**src/hw/rtl/image_upload_rect_walker_defines.svh**
```systemverilog
// Assertion macros shared by the image upload rectangle walker.
`ifndef IMAGE_UPLOAD_RECT_WALKER_DEFINES_SVH
`define IMAGE_UPLOAD_RECT_WALKER_DEFINES_SVH

`ifndef SYNTH
`define IURW_ASSERT_IMPL(label, clk, rst, ante, cons) \
  label: assert property (@(posedge clk) disable iff (rst) (ante) |-> (cons)) \
    else $error("image_upload_rect_walker: same-cycle check failed");
`define IURW_ASSERT_NEXT(label, clk, rst, ante, cons) \
  label: assert property (@(posedge clk) disable iff (rst) (ante) |=> (cons)) \
    else $error("image_upload_rect_walker: next-cycle check failed");
`else
`define IURW_ASSERT_IMPL(label, clk, rst, ante, cons)
`define IURW_ASSERT_NEXT(label, clk, rst, ante, cons)
`endif

`endif

```
**src/hw/rtl/iurw_pkg.sv**
```systemverilog
`default_nettype none

package iurw_pkg;

  localparam logic [2:0] FMT_CT32 = 3'd0;
  localparam logic [2:0] FMT_CT24 = 3'd1;
  localparam logic [2:0] FMT_CT16 = 3'd2;
  localparam logic [2:0] FMT_T8   = 3'd3;
  localparam logic [2:0] FMT_T4   = 3'd4;
  localparam logic [2:0] FMT_T8H  = 3'd5;
  localparam logic [2:0] FMT_T4HL = 3'd6;
  localparam logic [2:0] FMT_T4HH = 3'd7;

  localparam logic [1:0] STAT_WRITTEN = 2'd0;
  localparam logic [1:0] STAT_STARTED = 2'd1;
  localparam logic [1:0] STAT_NO_XFER = 2'd2;
  localparam logic [1:0] STAT_OVERRUN = 2'd3;

  localparam logic [2:0] REG_PIXEL_FORMAT  = 3'd0;
  localparam logic [2:0] REG_DEST_X_ORIGIN = 3'd1;
  localparam logic [2:0] REG_DEST_Y_ORIGIN = 3'd2;
  localparam logic [2:0] REG_RECT_WIDTH    = 3'd3;
  localparam logic [2:0] REG_RECT_HEIGHT   = 3'd4;

  localparam int CFG_DATA_W = 12;
  localparam int CFG_INDEX_W = 3;
  localparam int COORD_W = 11;
  localparam int CNT_W = 12;
  localparam int BUDGET_W = 25;

  localparam logic [BUDGET_W-1:0] BUDGET_MAX = {BUDGET_W{1'b1}};

  localparam logic [31:0] MASK_CT32 = 32'hFFFF_FFFF;
  localparam logic [31:0] MASK_CT24 = 32'h00FF_FFFF;
  localparam logic [31:0] MASK_CT16 = 32'h0000_FFFF;
  localparam logic [31:0] MASK_BYTE = 32'h0000_00FF;
  localparam logic [31:0] MASK_T8H  = 32'hFF00_0000;
  localparam logic [31:0] MASK_T4HL = 32'h0F00_0000;
  localparam logic [31:0] MASK_T4HH = 32'hF000_0000;

  typedef struct packed {
    logic [CNT_W-1:0] col;
    logic [CNT_W-1:0] row;
  } pos_t;

  typedef struct packed {
    logic               write_valid;
    logic [COORD_W-1:0] pixel_x;
    logic [COORD_W-1:0] pixel_y;
    logic [31:0]        write_value;
    logic [31:0]        write_mask;
    logic [1:0]         status;
    logic               transfer_done;
    logic               last;
  } res_t;

endpackage

`default_nettype wire

```
**src/hw/rtl/image_upload_rect_walker.sv**
```systemverilog
// Image upload rectangle walker. A start transaction (kind 0) loads the byte budget from
// width, height and pixel format and clears the column and row counters; each data
// transaction (kind 1) becomes one pixel write, or two for the t4hl and t4hh nibble
// formats, at the current column and row offset by the destination origin and wrapped
// at COORD_WRAP. Data with no transfer open or beyond the budget yields a single status
// result. The input is taken straight into the walker logic and results land in a
// two-entry output queue; a result reaches the output the cycle after acceptance if the
// queue is otherwise empty. A new transaction can be taken every cycle while the output
// takes results, even with one waiting; nibble formats take one only once the single
// output port drains both results of the last one. Configuration is written through
// the plain write port and must only change while no results are outstanding.
`default_nettype none

`include "image_upload_rect_walker_defines.svh"

module image_upload_rect_walker
  import iurw_pkg::*;
#(
  parameter int COORD_WRAP = 2048
) (
  input  wire logic                   clk,
  input  wire logic                   rst,
  input  wire logic                   cfg_write_en,
  input  wire logic [CFG_INDEX_W-1:0] cfg_index,
  input  wire logic [CFG_DATA_W-1:0]  cfg_data,
  input  wire logic                   in_valid,
  output      logic                   in_ready,
  input  wire logic                   kind,
  input  wire logic [31:0]            data_unit,
  output      logic                   out_valid,
  input  wire logic                   out_ready,
  output      logic                   write_valid,
  output      logic [COORD_W-1:0]     pixel_x,
  output      logic [COORD_W-1:0]     pixel_y,
  output      logic [31:0]            write_value,
  output      logic [31:0]            write_mask,
  output      logic [1:0]             status,
  output      logic                   transfer_done,
  output      logic                   last
);

  localparam int SUM_W = CNT_W + 1;
  localparam int SUM_MAX = (1 << CNT_W) - 1 + (1 << COORD_W) - 1;
  localparam int QMAX = SUM_MAX / COORD_WRAP;

  logic [2:0]          pixel_format;
  logic [COORD_W-1:0]  dest_x_origin;
  logic [COORD_W-1:0]  dest_y_origin;
  logic [CNT_W-1:0]    rect_width;
  logic [CNT_W-1:0]    rect_height;

  logic [BUDGET_W-1:0] bytes_remaining;
  logic [BUDGET_W-1:0] bytes_remaining_next;
  pos_t                pos;
  pos_t                pos_next;

  res_t                q [2];
  res_t                q_next [2];
  logic [1:0]          cnt;
  logic [1:0]          cnt_next;

  logic                pop;
  logic [1:0]          cnt_pop;
  logic                nibble_fmt;
  logic                accept;
  logic                two;
  logic [CNT_W-1:0]    limit;
  pos_t                pos1;
  pos_t                pos2;
  logic [BUDGET_W-1:0] need;
  logic [2*CNT_W-1:0]  area;
  logic [2*CNT_W+2:0]  scaled;
  logic [BUDGET_W-1:0] budget;
  logic [BUDGET_W-1:0] remain;
  logic [31:0]         mask0;
  logic [31:0]         value0;
  logic [31:0]         value1;
  res_t                r0;
  res_t                r1;

  function automatic logic [COORD_W-1:0] wrap_coord(input logic [CNT_W-1:0] cnt_val,
                                                    input logic [COORD_W-1:0] origin);
    logic [SUM_W-1:0] s;
    logic [SUM_W-1:0] r;
    s = {1'b0, cnt_val} + {{(SUM_W-COORD_W){1'b0}}, origin};
    r = s;
    for (int k = 1; k <= QMAX; k++) begin
      if (s >= SUM_W'(k * COORD_WRAP)) begin
        r = s - SUM_W'(k * COORD_WRAP);
      end
    end
    return r[COORD_W-1:0];
  endfunction

  function automatic pos_t advance(input pos_t p, input logic [CNT_W-1:0] lim);
    pos_t n;
    n.col = p.col + 1'b1;
    n.row = p.row;
    if (n.col == lim) begin
      n.col = '0;
      n.row = p.row + 1'b1;
    end
    return n;
  endfunction

  always_ff @(posedge clk) begin
    if (rst) begin
      pixel_format <= FMT_CT32;
      dest_x_origin <= '0;
      dest_y_origin <= '0;
      rect_width <= '0;
      rect_height <= '0;
    end else if (cfg_write_en) begin
      case (cfg_index)
        REG_PIXEL_FORMAT:  pixel_format <= cfg_data[2:0];
        REG_DEST_X_ORIGIN: dest_x_origin <= cfg_data[COORD_W-1:0];
        REG_DEST_Y_ORIGIN: dest_y_origin <= cfg_data[COORD_W-1:0];
        REG_RECT_WIDTH:    rect_width <= cfg_data[CNT_W-1:0];
        REG_RECT_HEIGHT:   rect_height <= cfg_data[CNT_W-1:0];
        default: ;
      endcase
    end
  end

  always_comb begin
    pop = (cnt != 2'd0) && out_ready;
    cnt_pop = cnt - {1'b0, pop};
    nibble_fmt = (pixel_format == FMT_T4HL) || (pixel_format == FMT_T4HH);
    in_ready = ({1'b0, cnt_pop} + (nibble_fmt ? 3'd2 : 3'd1)) <= 3'd2;
    accept = in_valid && in_ready;

    limit = (pixel_format == FMT_T4) ? {1'b0, rect_width[CNT_W-1:1]} : rect_width;
    pos1 = advance(pos, limit);
    pos2 = advance(pos1, limit);

    case (pixel_format)
      FMT_CT32: need = BUDGET_W'(4);
      FMT_CT24: need = BUDGET_W'(3);
      FMT_CT16: need = BUDGET_W'(2);
      default:  need = BUDGET_W'(1);
    endcase

    area = rect_width * rect_height;
    case (pixel_format)
      FMT_CT32: scaled = {1'b0, area, 2'b00};
      FMT_CT24: scaled = {2'b00, area, 1'b0} + {3'b000, area};
      FMT_CT16: scaled = {2'b00, area, 1'b0};
      FMT_T4, FMT_T4HL, FMT_T4HH: scaled = {4'b0000, area[2*CNT_W-1:1]};
      default:  scaled = {3'b000, area};
    endcase
    budget = (scaled > {2'b00, BUDGET_MAX}) ? BUDGET_MAX : scaled[BUDGET_W-1:0];
    remain = bytes_remaining - need;

    case (pixel_format)
      FMT_CT32: mask0 = MASK_CT32;
      FMT_CT24: mask0 = MASK_CT24;
      FMT_CT16: mask0 = MASK_CT16;
      FMT_T8H:  mask0 = MASK_T8H;
      FMT_T4HL: mask0 = MASK_T4HL;
      FMT_T4HH: mask0 = MASK_T4HH;
      default:  mask0 = MASK_BYTE;
    endcase
    case (pixel_format)
      FMT_T8H: begin
        value0 = {data_unit[7:0], 24'h0};
        value1 = '0;
      end
      FMT_T4HL: begin
        value0 = {4'h0, data_unit[3:0], 24'h0};
        value1 = {4'h0, data_unit[7:4], 24'h0};
      end
      FMT_T4HH: begin
        value0 = {data_unit[3:0], 28'h0};
        value1 = {data_unit[7:4], 28'h0};
      end
      default: begin
        value0 = data_unit & mask0;
        value1 = '0;
      end
    endcase

    r0 = '0;
    r0.last = 1'b1;
    r1 = '0;
    two = 1'b0;
    bytes_remaining_next = bytes_remaining;
    pos_next = pos;

    if (!kind) begin
      r0.status = STAT_STARTED;
      bytes_remaining_next = budget;
      pos_next = '0;
    end else if (bytes_remaining == '0) begin
      r0.status = STAT_NO_XFER;
    end else if (bytes_remaining < need) begin
      r0.status = STAT_OVERRUN;
    end else begin
      bytes_remaining_next = remain;
      r0.write_valid = 1'b1;
      r0.status = STAT_WRITTEN;
      r0.pixel_x = wrap_coord(pos.col, dest_x_origin);
      r0.pixel_y = wrap_coord(pos.row, dest_y_origin);
      r0.write_value = value0;
      r0.write_mask = mask0;
      if (nibble_fmt) begin
        two = 1'b1;
        r0.last = 1'b0;
        r1.write_valid = 1'b1;
        r1.status = STAT_WRITTEN;
        r1.pixel_x = wrap_coord(pos1.col, dest_x_origin);
        r1.pixel_y = wrap_coord(pos1.row, dest_y_origin);
        r1.write_value = value1;
        r1.write_mask = mask0;
        r1.transfer_done = (remain == '0);
        r1.last = 1'b1;
        pos_next = pos2;
      end else begin
        r0.transfer_done = (remain == '0);
        pos_next = pos1;
      end
    end

    q_next[0] = q[0];
    q_next[1] = q[1];
    cnt_next = cnt_pop;
    if (pop) begin
      q_next[0] = q[1];
    end
    if (accept) begin
      q_next[cnt_pop[0]] = r0;
      if (two) begin
        q_next[1] = r1;
      end
      cnt_next = cnt_pop + (two ? 2'd2 : 2'd1);
    end
  end

  always_ff @(posedge clk) begin
    if (rst) begin
      cnt <= '0;
      bytes_remaining <= '0;
      pos <= '0;
    end else begin
      cnt <= cnt_next;
      if (accept) begin
        bytes_remaining <= bytes_remaining_next;
        pos <= pos_next;
      end
    end
  end

  always_ff @(posedge clk) begin
    q[0] <= q_next[0];
    q[1] <= q_next[1];
  end

  assign out_valid = (cnt != 2'd0);
  assign write_valid = q[0].write_valid;
  assign pixel_x = q[0].pixel_x;
  assign pixel_y = q[0].pixel_y;
  assign write_value = q[0].write_value;
  assign write_mask = q[0].write_mask;
  assign status = q[0].status;
  assign transfer_done = q[0].transfer_done;
  assign last = q[0].last;

  `IURW_ASSERT_IMPL(a_nonwrite_clean, clk, rst, out_valid && !write_valid,
                    (write_mask == '0) && (pixel_x == '0) && !transfer_done && last)
  `IURW_ASSERT_IMPL(a_first_half_paired, clk, rst, out_valid && !last,
                    write_valid && (cnt == 2'd2) && q[1].write_valid && q[1].last)
  `IURW_ASSERT_NEXT(a_budget_no_growth, clk, rst, accept && kind,
                    bytes_remaining <= $past(bytes_remaining))

endmodule

`default_nettype wire
```
**config.mk**
```make
export PLATFORM = sky130hd
export DESIGN_NAME = image_upload_rect_walker
export DESIGN_NICKNAME = d
export VERILOG_FILES = /design/src/hw/rtl/iurw_pkg.sv /design/src/hw/rtl/image_upload_rect_walker.sv
export VERILOG_INCLUDE_DIRS = /design/src /design/src/hw/rtl
export SDC_FILE = /design/constraint.sdc
export NUM_CORES = 1
export LEC_CHECK = 0
export BUFFER_PORTS_ARGS = -buffer_cell sky130_fd_sc_hd__buf_2
export CORE_UTILIZATION = 47
export CTS_CLUSTER_SIZE = 8
export DETAILED_ROUTE_END_ITERATION = 12
export PLACE_DENSITY = 0.62
export SYNTH_ARGS = -nofsm -noshare
export SYNTH_HDL_FRONTEND = slang
export SYNTH_SLANG_ARGS = --single-unit
```
**constraint.sdc**
```tcl
create_clock -name clk -period 11.6 [get_ports clk]
set_input_delay 1.74 -clock clk [delete_from_list [all_inputs] [get_ports clk]]
set_output_delay 1.74 -clock clk [all_outputs]
set_load 0.01 [all_outputs]
```
==> impl_metrics.py, run 1 <==
metrics = {
    "outcome": {
        "outcome": "finished clean",
    },
    "synth": {
        "ys_warn_count": 0,
        "synth_top_area_share_pct": 17.5,
        "synth_cell_types": 88,
        "synth_compound_area_share_pct": 18.6,
        "synth_top_family_by_area": "simple AND/OR/NAND/NOR gates",
        "synthSimpleGateAreaFrac_pct": 19.7,
        "synth_top_cell_by_area": "dfxtp_1",
        "muxShareOfSynthArea_pct": 2.48,
        "synth_edf_count": 64,
        "synthFlopType": "dfxtp_1",
        "synthArstFlopShare_pct": 0,
        "synth_adder_area_share_pct": 17.8,
        "syn_nets": 3001,
        "synthTopCellsByArea": "dfxtp_1 18%, fa_1 9.9%, edfxtp_1 8.9%, ha_1 7.9%, nand2_1 7.4%",
        "seq_area_frac_synth_pct": 26.4,
        "syn_area_per_cell_um2": 8.02,
        "synth_xor_area_share_pct": 5.71,
        "synth_seq_cells": 254,
        "synthCells": 2704,
        "syn_area_um2": 21700,
    },
    "sta": {
        "drv_slew": 0,
        "setup_slack_ns": 3.01,
        "fin_crit_sh_pct": 74.1,
        "slew_headroom_pct": 14.9,
        "finalClockSkew_ns": 0.0307,
        "post-route-min-period_ns": 8.59,
        "finalHoldViolCount": 0,
        "clock.fmax_mhz": 116,
        "tightest_slew_ns": 1.27,
        "finalSetupTns_ns": 0,
        "rsz0062_at_grt": "false",
        "finalSetupViolCount": 0,
        "holdWs_ns": 0.452,
    },
    "routing": {
        "drc": 0,
        "dr.pass1.iters": 6,
        "postRouteAntennaNets": 0,
        "routed_via_density": 5.78,
        "post_drt_wl_per_cell_um": 18.9,
        "routed-via-count": 19047,
        "drtIter0Drc": 1430,
        "wl_mm": 62.1,
    },
    "setup_path": {
        "required_ns": 12.05,
        "crit_start": "rect_width[8]",
        "r2r_setup_slack_ns": 3.01,
        "crit_end": "bytes_remaining[22]",
        "cp-start-kind": "flip-flop",
        "path_max_fanout": 15,
        "r2r-start": "rect_width[8]",
        "cp-end-kind": "flip-flop",
        "arrival_ns": 9.04,
        "rr_worst_depth": 27,
        "r2r_end": "bytes_remaining[22]",
        "worstSetupPathType": "flip-flop to flip-flop",
    },
    "pwr": {
        "leakage_nw": 10.2,
        "switchingPower_w": 0.00172,
        "clkPwrFrac_pct": 25.2,
        "p_int_w": 0.00257,
        "swShare_pct": 40.2,
        "power_density_nw_per_um2": 184,
        "power_frac_seq_pct": 33.9,
        "peakVddDrop_uv": 160,
        "power_frac_comb_pct": 40.9,
    },
    "finish": {
        "final_nets": 2964,
        "final_cells": 3293,
        "fillers": 4429,
        "final_cell_mix": "425 x nand2_1, 262 x a21oi_1, 188 x inv_1, 188 x dfxtp_1, 160 x nor2_1",
        "final_cell_area_um2": 23300,
        "n_antenna_cell": 0,
        "drive_gt1_share_pct": 9.43,
        "area_growth_syn_to_layout_pct": 7.26,
        "layout_commonest_cell": "nand2_1",
    },
    "clocking": {
        "cts_made_buffers": 38,
        "clockBufferDepth": 3,
        "cts_sinks": 254,
        "cts-htree-levels": 2,
        "post_cts.repair.setup_buffers": 0,
        "clkTransAtPathRegs_ns": 0.05,
        "cts-resized-gates": 0,
        "cts_tree": "done",
        "cts-root-buf": "clkbuf_16",
        "cts_hold_repair.buffers": 0,
        "clock_latency_ns": 0.56,
    },
    "floorplanning": {
        "die_area_um2": 47000,
        "core_area_um2": 45500,
        "die_y_um": 217,
        "pin_count": 146,
        "initial_core_util_pct": 47.7,
        "die_w_um": 217,
        "rows": 78,
    },
    "grt": {
        "grt_usage_pct": 26.4,
        "grt_pass1_vias": 18397,
        "antenna_found_initial": 1,
        "grt_max_degree": 72,
        "grt_pass1_wl_mm": 100,
        "gr-total-overflow": 0,
    },
    "worst_hold_path": {
        "hp-class": "flip-flop to flip-flop",
    },
    "placed_design": {
        "pre_cts_ws_ns": 3.03,
        "place_hpwl_mm": 46.2,
        "place_area_um2": 22100,
        "placed_cells": 3227,
        "port_buffers": 145,
        "gp_congestion": 0.889,
    },
    "job": {
        "cap_viol_max_count": 0,
    },
}
worst max-delay path: stages, from the launching register on:
cell and delay (ns):
dfxtp_1 0.67, nand2_1 0.16, fa_1 0.52, fa_1 0.52
inv_1 0.06, fa_1 0.48, fa_1 0.49, inv_1 0.05
fa_1 0.52, inv_1 0.04, ha_1 0.36, a211o_1 0.31
a2111oi_0 0.74, o31ai_1 0.22, a31oi_1 0.29, o21bai_1 0.10
a21oi_1 0.17, xor2_1 0.47, inv_1 0.14, ha_1 0.37
o21ai_0 0.15, a21oi_1 0.11, and4_1 0.22, a211oi_1 0.20
buf_4 0.26, and2_1 0.40, o211ai_1 0.15, o31a_1 0.32
final cells by class:
type	count	area, µm²	share of cell area, %
Clock buffer	62	1060	4.57
Clock inverter	4	88.8	0.382
Inverter	192	721	3.10
Multi-Input combinational cell	2007	14000	60.1
Sequential cell	254	5730	24.6
Tap cell	600	751	3.23
Timing Repair Buffer	174	943	4.05
how the worst min path moves through the flow:
stage          startpoint        to  slack (ns)  cells after the start
2_1_floorplan    q[0][10]  q[0][10]        0.44                      2
3_3_place_gp      q[0][9]   q[0][9]        0.44                      2
3_5_place_dp     q[0][18]  q[0][18]        0.45                      2
4_1_cts          q[0][18]  q[0][18]        0.45                      2
5_1_grt          q[0][34]  q[0][34]        0.47                      2
6_report         q[0][17]  q[0][17]        0.45                      2
logic make-up (layout without fill, tap and decap cells):
group                    count (synthesis)  count (layout)
flip-flops                             254             254
buffers and inverters                  443             432
adder cells (fa/ha/maj)                244             244
multiplexers                            53              53
AND/OR/NAND/NOR                        922             922
XOR/XNOR                               139             139
AO/OA/AOI/OAI                          649             649
metrics by stage:
step	total power, W	utilization [%]
2_1_floorplan	0.00281	-
3_3_place_gp	0.00317	48.6
3_5_place_dp	0.00321	48.6
4_1_cts	0.00430	51.2
5_1_grt	0.00458	51.2
6_report	0.00429	51.2
Yosys cell counts (all sizes together), types with 50 or more instances:
master / number
a21oi: 262
and2: 83
nand3: 65
inv: 190
ha: 137
edfxtp: 64
nor2: 164
clkbuf: 136
xor2: 53
mux2i: 50
o21ai: 102
buf: 115
dfxtp: 190
nand2: 427
fa: 107
xnor2: 85
power groups by stage:
| stage | registers (W) | clock network (W) | logic (W) |
|---|---|---|---|
| 2_1_floorplan | 0.00141 | 0 | 0.00140 |
| 3_3_place_gp | 0.00146 | 0 | 0.00171 |
| 3_5_place_dp | 0.00147 | 0 | 0.00174 |
| 4_1_cts | 0.00146 | 0.00110 | 0.00175 |
| 5_1_grt | 0.00149 | 0.00114 | 0.00195 |
| 6_report | 0.00146 | 0.00108 | 0.00175 |
per-layer routing:
| layer | up-vias | part of all wire, % | global-route usage (%) |
|---|---|---|---|
| met3 | 114 | 5.7 | 3.54 |
| met4 | 2 | 2.5 | 8.31 |
| met2 | 569 | 46 | 43.0 |
| met5 | - | 0.021 | 0 |
| li1 | 9166 | - | - |
| met1 | 9196 | 46 | 36.3 |
Note: power is estimated with default switching activity, not from simulation.
==> run 2: changes to the inputs <==
Clock period 11.6 ns to 8.8 ns, I/O delays scaled along.
==> impl_metrics.py, run 2 (synthesized netlist as in run 1, its figures left out) <==
metrics = {
    "outcome": {
        "outcome": "finished clean",
    },
    "clocking": {
        "cts-resized-gates": 0,
        "cts_tree": "done",
        "cts-root-buf": "clkbuf_16",
        "post_cts.repair.setup_buffers": 0,
        "clkTransAtPathRegs_ns": 0.06,
        "cts-htree-levels": 2,
        "cts_hold_repair.buffers": 0,
        "cts_sinks": 254,
        "clockBufferDepth": 3,
        "cts_made_buffers": 38,
        "clock_latency_ns": 0.55,
    },
    "finish": {
        "drive_gt1_share_pct": 9.81,
        "final_cell_mix": "425 x nand2_1, 262 x a21oi_1, 188 x inv_1, 188 x dfxtp_1, 160 x nor2_1",
        "layout_commonest_cell": "nand2_1",
        "n_antenna_cell": 0,
        "fillers": 4383,
        "final_nets": 2974,
        "area_growth_syn_to_layout_pct": 7.57,
    },
    "floorplanning": {
        "rows": 78,
        "die_y_um": 217,
        "die_area_um2": 47000,
        "core_area_um2": 45500,
        "initial_core_util_pct": 47.7,
        "die_w_um": 217,
        "pin_count": 146,
    },
    "sta": {
        "drv_slew": 0,
        "slew_headroom_pct": 19.5,
        "finalSetupViolCount": 0,
        "finalHoldViolCount": 0,
        "finalSetupTns_ns": 0,
        "tightest_slew_ns": 1.20,
        "post-route-min-period_ns": 7.95,
        "clock.fmax_mhz": 126,
        "finalClockSkew_ns": 0.0213,
        "rsz0062_at_grt": "false",
        "fin_crit_sh_pct": 90.3,
    },
    "pwr": {
        "peakVddDrop_uv": 211,
        "p_total_w": 0.00564,
        "leakage_nw": 10.2,
        "power_density_nw_per_um2": 242,
    },
    "routing": {
        "met3_wirelength_mm": 3.67,
        "post_drt_wl_per_cell_um": 18.8,
        "wl_mm": 62.2,
        "drc": 0,
        "top_layer": "met4",
        "drtIter0Drc": 1385,
        "dr.pass1.iters": 5,
        "m1WireLength_mm": 28.2,
        "postRouteAntennaNets": 0,
        "routed-via-count": 19125,
        "wl_met2_mm": 28.8,
        "routed_via_density": 5.79,
    },
    "grt": {
        "grt_max_degree": 73,
        "grt_usage_pct": 26.4,
        "antenna_found_initial": 0,
        "gr-total-overflow": 0,
        "grt_pass1_vias": 18581,
        "grt_pass1_wl_mm": 99.9,
    },
    "setup_path": {
        "cp_top_family": "adder cells",
        "cp_common_cell": "fa_1",
        "arrival_ns": 8.36,
        "r2r-start": "rect_width[6]",
        "cp-start-kind": "flip-flop",
        "cp_slowest_stage_delay_ns": 0.71,
        "required_ns": 9.21,
        "cp-end-kind": "flip-flop",
        "cp.buffers_inverters": 4,
        "worstSetupPathType": "flip-flop to flip-flop",
        "path_max_fanout": 16,
        "slowest_stage": "dfxtp_1",
        "crit_start": "rect_width[6]",
    },
    "placed_design": {
        "place_hpwl_mm": 46.6,
        "gp_congestion": 0.915,
        "port_buffers": 145,
    },
    "worst_hold_path": {
        "hp-class": "flip-flop to flip-flop",
        "hp-start": "q[0][4]",
    },
    "job": {
        "cap_viol_max_count": 0,
    },
}
## run 2: worst reg2reg max path, stage by stage, from the launching register on
cell       delay [ns]
dfxtp_1          0.71
nand2_1          0.16
fa_1             0.45
fa_1             0.54
inv_1            0.05
fa_1             0.49
fa_1             0.49
inv_1            0.05
fa_1             0.52
inv_1            0.04
ha_1             0.35
a211o_1          0.31
a2111oi_0        0.68
nor3b_1          0.14
nor2_1           0.38
ha_1             0.36
a21oi_1          0.17
o21ai_0          0.10
a21oi_1          0.14
o21ai_0          0.09
a21oi_1          0.28
o211ai_1         0.18
and4_1           0.22
a211oi_1         0.25
buf_4            0.28
o211ai_1         0.13
a21oi_1          0.17
nor3_1           0.06
## run 2: cell type report
cell class	instances	area [µm²]	area share (%)
Multi-Input combinational cell	2007	14000	59.9
Sequential cell	254	5730	24.5
Clock buffer	62	1080	4.64
Timing Repair Buffer	184	1020	4.36
Tap cell	600	751	3.22
Inverter	192	721	3.09
Clock inverter	3	62.6	0.268
## run 2: final timing paths
| path | endpoint | slack (ns) | cells after the start |
|---|---|---|---|
| worst max-delay path | bytes_remaining[8] | 0.85 | 27 |
| worst max register to register | bytes_remaining[8] | 0.85 | 27 |
| worst min-delay path | q[0][4] | 0.45 | 2 |
| worst min register to register | q[0][4] | 0.45 | 2 |
## run 2: routing by layer
| layer | vias to the layer above | global-route usage [%] |
|---|---|---|
| met5 | - | 0 |
| met4 | 0 | 7.09 |
| met3 | 101 | 3.75 |
| met2 | 638 | 44.0 |
| met1 | 9197 | 35.6 |
| li1 | 9189 | - |
## run 2: through the flow
stage          util (%)  setup slack [ns]  hold slack (ns)  instance area [µm²]  std cells
6_report           51.3             0.853            0.454                23300       3302
5_1_grt            51.3             0.143            0.480                23300       3302
4_1_cts            51.3             0.848            0.455                23300       3302
3_5_place_dp       48.8             0.845            0.448                22200       3237
3_3_place_gp       48.8             0.899            0.438                22200       3237
2_1_floorplan         -              1.08            0.437                21700       2704
## run 2: power by group
part           switching [W]  leakage, nW  internal (W)
combinational        0.00148         7.50      0.000825
clock               0.000551        0.548      0.000865
sequential          0.000243         2.18       0.00168
total                0.00227         10.2       0.00337
